$ cat config.mk
export PLATFORM = sky130hd
export DESIGN_NAME = hpti_ctrl
export DESIGN_NICKNAME = d
export VERILOG_FILES = /design/src/hw/rtl/hpti_pkg.sv /design/src/hw/rtl/hpti_ctrl.sv
export SDC_FILE = /design/constraint.sdc
export NUM_CORES = 1
export LEC_CHECK = 0
export BUFFER_PORTS_ARGS = -buffer_cell sky130_fd_sc_hd__buf_2
export CAP_MARGIN = 30
export CORE_AREA = 2 2 39 41
export DETAILED_ROUTE_END_ITERATION = 6
export DIE_AREA = 0 0 41 43
export PLACE_DENSITY_LB_ADDON = 0.1
export SYNTH_ARGS = -nofsm -noshare
export SYNTH_HDL_FRONTEND = slang
export SYNTH_SLANG_ARGS = --single-unit
$ cat constraint.sdc
create_clock -name clk -period 1.35 [get_ports clk]
set_input_delay 0.135 -clock clk [delete_from_list [all_inputs] [get_ports clk]]
set_output_delay 0.135 -clock clk [all_outputs]
set_load 0.02 [all_outputs]
$ cat src/hw/rtl/hpti_pkg.sv
// ----------------------------------------------------------------------------
// hpti_pkg
// Shared constants, entry layout and controller/datapath interface types for
// the hashed page table insert block.
// ----------------------------------------------------------------------------
package hpti_pkg;

  // table geometry; slots per group must be a power of two
  localparam int GROUP_BITS      = 10;
  localparam int SLOTS_PER_GROUP = 8;
  localparam int SLOT_W          = $clog2(SLOTS_PER_GROUP);
  localparam int ROWS            = 1 << GROUP_BITS;

  // item field widths
  localparam int VA_W   = 32;
  localparam int SID_W  = 24;
  localparam int PPN_W  = 20;
  localparam int PAGE_W = 16;
  localparam int API_W  = 6;
  localparam int PAGE_LSB = 12;
  localparam int API_LSB  = 22;

  // result field widths
  localparam int GRP_OUT_W  = 10;
  localparam int SLOT_OUT_W = 3;
  localparam int OUTC_W     = 2;

  localparam int IN_DATA_W  = 80;
  localparam int OUT_DATA_W = 16;

  // entry: valid sid h api ppn r c pp (msb first)
  localparam int ENTRY_W  = 56;
  localparam int E_VALID  = 55;
  localparam int E_SID_LSB = 31;
  localparam int E_API_LSB = 24;
  localparam logic [1:0] PROT_VALUE = 2'd2;

  // outcome codes
  localparam logic [OUTC_W-1:0] OUTC_FREE  = 2'd0;
  localparam logic [OUTC_W-1:0] OUTC_MATCH = 2'd1;
  localparam logic [OUTC_W-1:0] OUTC_EVICT = 2'd2;

  typedef logic [SLOTS_PER_GROUP-1:0][ENTRY_W-1:0] row_t;

  typedef struct packed {
    logic load_item;  // capture input item
    logic rd_en;      // read a group row
    logic rd_sec;     // row address is the secondary group
    logic clear;      // zero one row during the clear sweep
    logic commit;     // write entry and load result register
    logic use_sec;    // commit into secondary group
    logic evict;      // commit overwrites primary slot page mod slots
  } dp_cmd_t;

  typedef struct packed {
    logic hit;        // registered row has a usable slot
    logic clr_last;   // clear sweep at its last row
    logic out_free;   // result register can take a new item
  } dp_stat_t;

endpackage

$ cat src/hw/rtl/hpti_ctrl.sv
// ----------------------------------------------------------------------------
// hpti_ctrl
// Controller: clear sweep after reset, primary then secondary group lookup,
// commit when the result register is free.
// ----------------------------------------------------------------------------
module hpti_ctrl (
  input  logic               clk,
  input  logic               rst_n,
  input  logic               in_tvalid,
  output logic               in_tready,
  input  hpti_pkg::dp_stat_t stat,
  output hpti_pkg::dp_cmd_t  cmd
);

  typedef enum logic [5:0] {
    S_CLEAR   = 6'b000001,
    S_IDLE    = 6'b000010,
    S_RD_PRI  = 6'b000100,
    S_CHK_PRI = 6'b001000,
    S_RD_SEC  = 6'b010000,
    S_CHK_SEC = 6'b100000
  } state_t;

  state_t state_r;
  state_t state_nxt;

  always_ff @(posedge clk) begin
    if (!rst_n) begin
      state_r <= S_CLEAR;
    end else begin
      state_r <= state_nxt;
    end
  end

  always_comb begin
    state_nxt = state_r;
    cmd       = '0;
    in_tready = 1'b0;
    case (state_r)
      S_CLEAR: begin
        cmd.clear = 1'b1;
        if (stat.clr_last) begin
          state_nxt = S_IDLE;
        end
      end
      S_IDLE: begin
        in_tready     = 1'b1;
        cmd.load_item = in_tvalid;
        if (in_tvalid) begin
          state_nxt = S_RD_PRI;
        end
      end
      S_RD_PRI: begin
        cmd.rd_en = 1'b1;
        state_nxt = S_CHK_PRI;
      end
      S_CHK_PRI: begin
        if (!stat.hit) begin
          state_nxt = S_RD_SEC;
        end else if (stat.out_free) begin
          cmd.commit = 1'b1;
          state_nxt  = S_IDLE;
        end
      end
      S_RD_SEC: begin
        cmd.rd_en  = 1'b1;
        cmd.rd_sec = 1'b1;
        state_nxt  = S_CHK_SEC;
      end
      S_CHK_SEC: begin
        // no usable slot in either group: evict from the primary group
        if (stat.out_free) begin
          cmd.commit  = 1'b1;
          cmd.use_sec = stat.hit;
          cmd.evict   = ~stat.hit;
          state_nxt   = S_IDLE;
        end
      end
      default: begin
        state_nxt = S_CLEAR;
      end
    endcase
  end

endmodule
Word-level counts from Yosys, hierarchy flattened
Cells that the tools add are included.
{"block": "classes", "reduce_logical": 2, "n_eq_ne": 8, "n_mux": 15, "bitwise_logic": 1}
{"cell": "one-hot mux 6 bit (6 select lines)", "count": 1}
{"cell": "two-way mux 6 bit", "count": 4}
{"cell": "two-way mux 1 bit", "count": 7}
{"cell": "equality test 6 x 1 -> 1 bit (second input constant)", "count": 1}
{"cell": "equality test 6 x 2 -> 1 bit (second input constant)", "count": 1}
{"cell": "equality test 6 x 3 -> 1 bit (second input constant)", "count": 1}
{"cell": "equality test 6 x 4 -> 1 bit (second input constant)", "count": 1}
{"cell": "equality test 6 x 5 -> 1 bit (second input constant)", "count": 1}
{"cell": "equality test 6 bit (second input constant)", "count": 1}
{"cell": "inequality test 2 bit (second input constant)", "count": 2}
{"cell": "two-way mux 3 bit", "count": 1}
{"cell": "two-way mux 2 bit", "count": 1}
{"cell": "one-hot mux 1 bit (2 select lines)", "count": 1}
{"cell": "AND reduction 2 bit", "count": 1}
{"cell": "OR reduction 2 bit", "count": 1}
{"cell": "NOT 1 bit", "count": 1}
{"block": "totals", "inputBits": 6, "out_inout_bits": 8, "regBits": 6, "word_cells": 27}

Logic depth before layout (Yosys ltp)
{"block": "depth", "depth_word": 3, "depth_mapped": 4, "mapped_depth_nobuf": 4}

Worst setup path before layout
Ideal clock, no wire load.
{"block": "synth_timing", "kind": "reg2out", "from": "reg state_r[2]", "to": "out cmd[5] (netlist name)", "arrival_time_ns": 1.318, "stages_incl_launch_ff": 5, "setup_slack_ns": -0.103, "cell_sequence": "dfxtp_1 -> nor3_4 -> nand2b_2 -> nor3b_2 -> or2_1"}
{"element": "from (decl)", "line_no": "hpti_ctrl.sv:24", "source": "state_t state_r;"}
{"element": "from (signal assigned)", "line_no": "hpti_ctrl.sv:31", "source": "state_r <= state_nxt;"}
{"element": "to (decl)", "line_no": "hpti_ctrl.sv:12", "source": "output hpti_pkg::dp_cmd_t cmd"}

==> flow_metrics.env <==
export IMPL_cp_buffers_inverters=2
export IMPL_drt_iter0_markers=5
export IMPL_yosysUniqueCellTypes=29
export IMPL_fin_ws_ns=-0.214
export IMPL_syn_to_final_growth_pct=71.0
export IMPL_cts_buffer_depth=2
export IMPL_slew_headroom_pct=81.9
export IMPL_nFillCells=138
export IMPL_hold_ws_ns=0.139
export IMPL_p_leak_uw=0.000286
export IMPL_period_needed_ns=1.56
export IMPL_regMostFlops="state_r"
export IMPL_syn_area_um2=388
export IMPL_finish_utilization_pct=47.9
export IMPL_outcome="finished with violations"
export IMPL_synth_edff_count=0
export IMPL_postSynth_topFlopCell="dfxtp_1"
export IMPL_drc_errors=0
export IMPL_std_cell_rows=14
export IMPL_min_to="state_r[0]$_SDFFE_PN1P_"
export IMPL_grt_pass1_vias=436
export IMPL_overflow=0
export IMPL_fin_nets=79
export IMPL_clockRootBuffer="clkbuf_4"
export IMPL_min_delay_start="rst_n"
export IMPL_syn_inst=45
export IMPL_crit_type="register to output port"
export IMPL_cts_inserted_buffers=3
export IMPL_cts_sinks=6
export IMPL_die_x_um=41
export IMPL_drive_gt1_share_pct=64.8
export IMPL_start_util_pct=28.0
export IMPL_async_flop_share_pct=0
export IMPL_hold_class="primary input to register"
export IMPL_synth_top_family_by_area="simple AND/OR/NAND/NOR gates"
export IMPL_ys_warn_count=0
export IMPL_io_pins=14
export IMPL_antenna_found_initial=0
export IMPL_setup_violations=10
export IMPL_rsz0062_at_grt="yes"
export IMPL_cp_data_required_time_ns=1.22
export IMPL_grt_pass1_wl_mm=1.85
export IMPL_synth_most_common_cell="dfxtp_1"
export IMPL_routed_via_density=5.07
export IMPL_reg_largest_list="state_r (6)"
export IMPL_dr_pass1_iters=5
export IMPL_wl_mm=1.07
export IMPL_max_cap_viol_count=0
export IMPL_num_antenna_cells=0
export IMPL_fin_cells=87
export IMPL_io_buffers=13
export IMPL_syn_area_per_cell_um2=8.62
export IMPL_finalHoldViolCount=0
export IMPL_fp_dieH_um=43
export IMPL_dr_total_vias=441
export IMPL_synth_xor_area_share_pct=0
export IMPL_place_hpwl_um=750
export IMPL_yosys_top_cells_area="dfxtp_1 31%, nor3_4 4.2%, nor3_1 3.9%, nand2_1 3.9%, nor2_1 3.9%"
export IMPL_synth_common_cells="6 x dfxtp_1, 4 x nand2_1, 4 x nor2_1"
export IMPL_power_total_uw=461
export IMPL_hold_depth=2
export IMPL_regToRegEndpoint="state_r[1]$_SDFFE_PN0P_"
export IMPL_r2r_start="state_r[2]$_SDFFE_PN0P_"
export IMPL_placedInstanceArea_um2=534
export IMPL_crit_chain="nor3_4 > buf_4 > and3_4 > and2_4 > buf_6"
export IMPL_ir_drop_mv=0.542
export IMPL_period_share_pct=116
export IMPL_wl_per_cell_um=12.3
export IMPL_synth_compound_area_share_pct=15.8
export IMPL_cpLargestDelayFamily="simple AND/OR/NAND/NOR gates"
export IMPL_slowest_stage="dfxtp_4"
export IMPL_syn_nets=51
export IMPL_clkLatencyLatePin_ns=0.25
export IMPL_antenna_left=0
export IMPL_ys_ff_latch=6
export IMPL_yosysTopAreaCell="dfxtp_1"
export IMPL_critPathCaptureType="output port"
export IMPL_cts_max_level=1
export IMPL_dieArea_um2=1760
export IMPL_clk_pin_slew_ns=0.05
export IMPL_ff2ff_path_depth=7
export IMPL_final_setup_skew_ns=0.00678
export IMPL_cp_data_arrival_time_ns=1.43
export IMPL_violations="setup timing"
export IMPL_drv_slew=0
export IMPL_slowest_delay_ns=0.35
export IMPL_place_inst=81
export IMPL_timing_fmax_mhz=640
export IMPL_fin_area_um2=663
export IMPL_synth_adder_area_share_pct=0
export IMPL_rrSetupSlack_ns=-0.07
export IMPL_tightest_slew_ns=0.271
export IMPL_muxShareOfSynthArea_pct=0
export IMPL_gp_congestion=0.762
export IMPL_grt_max_degree=7
export IMPL_synth_top_area_share_pct=31.0
export IMPL_cts_tree="done"
export IMPL_setup_worst_path_start_class="register"
export IMPL_path_max_fanout=4
export IMPL_largest_register_ff_count=6
export IMPL_ys_seq_area_share_pct=31.0
export IMPL_synth_simple_area_share_pct=52.3
export IMPL_core_um2=1380
export IMPL_grt_use_total_pct=16.7
export IMPL_p_per_area_nw_per_um2=695
[cell type report]
type / instances / area [um^2] / area share [%]
tap: 16 / 20.0 / 3.02
inverter: 1 / 3.75 / 0.566
timing repair buffer: 23 / 173 / 26.0
multi-input combinational: 38 / 317 / 47.7
clock buffer: 3 / 22.5 / 3.40
sequential: 6 / 128 / 19.2
[cell usage in the layout, fill, tap and decap left out]
master	Yosys	layout
a21oi_1	2	2
a21oi_2	1	1
and2_1	1	1
and2_4	0	1
and3_2	1	1
and3_4	1	1
and4_1	1	1
buf_2	0	6
buf_4	0	13
buf_6	0	4
clkbuf_4	0	3
dfxtp_1	6	2
dfxtp_2	0	3
dfxtp_4	0	1
inv_1	1	1
nand2_1	4	4
nand2b_1	1	1
nand2b_4	0	1
nand3_1	1	1
nor2_1	4	3
nor2_2	1	2
nor2b_1	2	2
nor2b_4	1	1
nor3_1	3	2
nor3_4	1	2
nor3b_2	1	1
nor3b_4	0	1
nor4_4	0	1
nor4b_2	0	1
o21a_1	2	2
o21ai_1	1	1
o21ai_2	0	1
o311ai_1	1	1
o31a_1	1	1
or2_4	0	1
[layer usage]
layer | routed length (um) | share of wire, % | global-route usage (%)
met4 | 40 | 3.8 | 14.0
met2 | 529 | 50 | 23.1
met3 | 37 | 3.5 | 4.71
met1 | 458 | 43 | 20.1
met5 | 0 | 0 | 0
[power breakdown]
part           internal, uW  switching, uW  leakage (uW)  total [uW]
clock                   101           77.8     0.0000138         179
sequential              181           10.1     0.0000503         191
combinational          45.9           44.4      0.000221        90.4
[worst register-to-register path, delay by kind of cell, from the launching register on]
kind,cells,cell delay [ns]
AND/OR/NAND/NOR,3,0.48
buffers and inverters,3,0.40
flip-flops,1,0.35
AO/OA/AOI/OAI,1,0.13
[repair_timing]
| action | in CTS | in global routing |
|---|---|---|
| gates cloned | 0 | 0 |
| hold buffers | 0 | 0 |
| setup buffers | 3 | 0 |
| gates resized for setup | 22 | 4 |
| setup endpoints to repair | 8 | 10 |
| pin swaps | 5 | 3 |
[worst max path at each step]
stage                                  from      to  depth (start not counted)
CTS                 state_r[2]$_SDFFE_PN0P_  cmd[5]                          5
global placement    state_r[5]$_SDFFE_PN0P_  cmd[5]                          5
floorplan           state_r[2]$_SDFFE_PN0P_  cmd[3]                          3
detailed placement  state_r[5]$_SDFFE_PN0P_  cmd[5]                          5
global route        state_r[2]$_SDFFE_PN0P_  cmd[5]                          5
finish              state_r[2]$_SDFFE_PN0P_  cmd[6]                          5
[stage by stage]
step	setup WS [ns]	TNS (ns)
after floorplan	-0.0141	-0.0141
after global placement	-0.0293	-0.0293
after detailed placement	-0.0147	-0.0147
after CTS	-0.211	-1.21
after global routing	-0.286	-2.14
final	-0.214	-1.34
[cells by family (layout without fill, tap and decap cells)]
| family | after synthesis | after routing |
|---|---|---|
| buffers and inverters | 1 | 27 |
| AND/OR/NAND/NOR | 29 | 29 |
| AO/OA/AOI/OAI | 9 | 9 |
| flip-flops | 6 | 6 |
(Power assumes the default switching activity.)
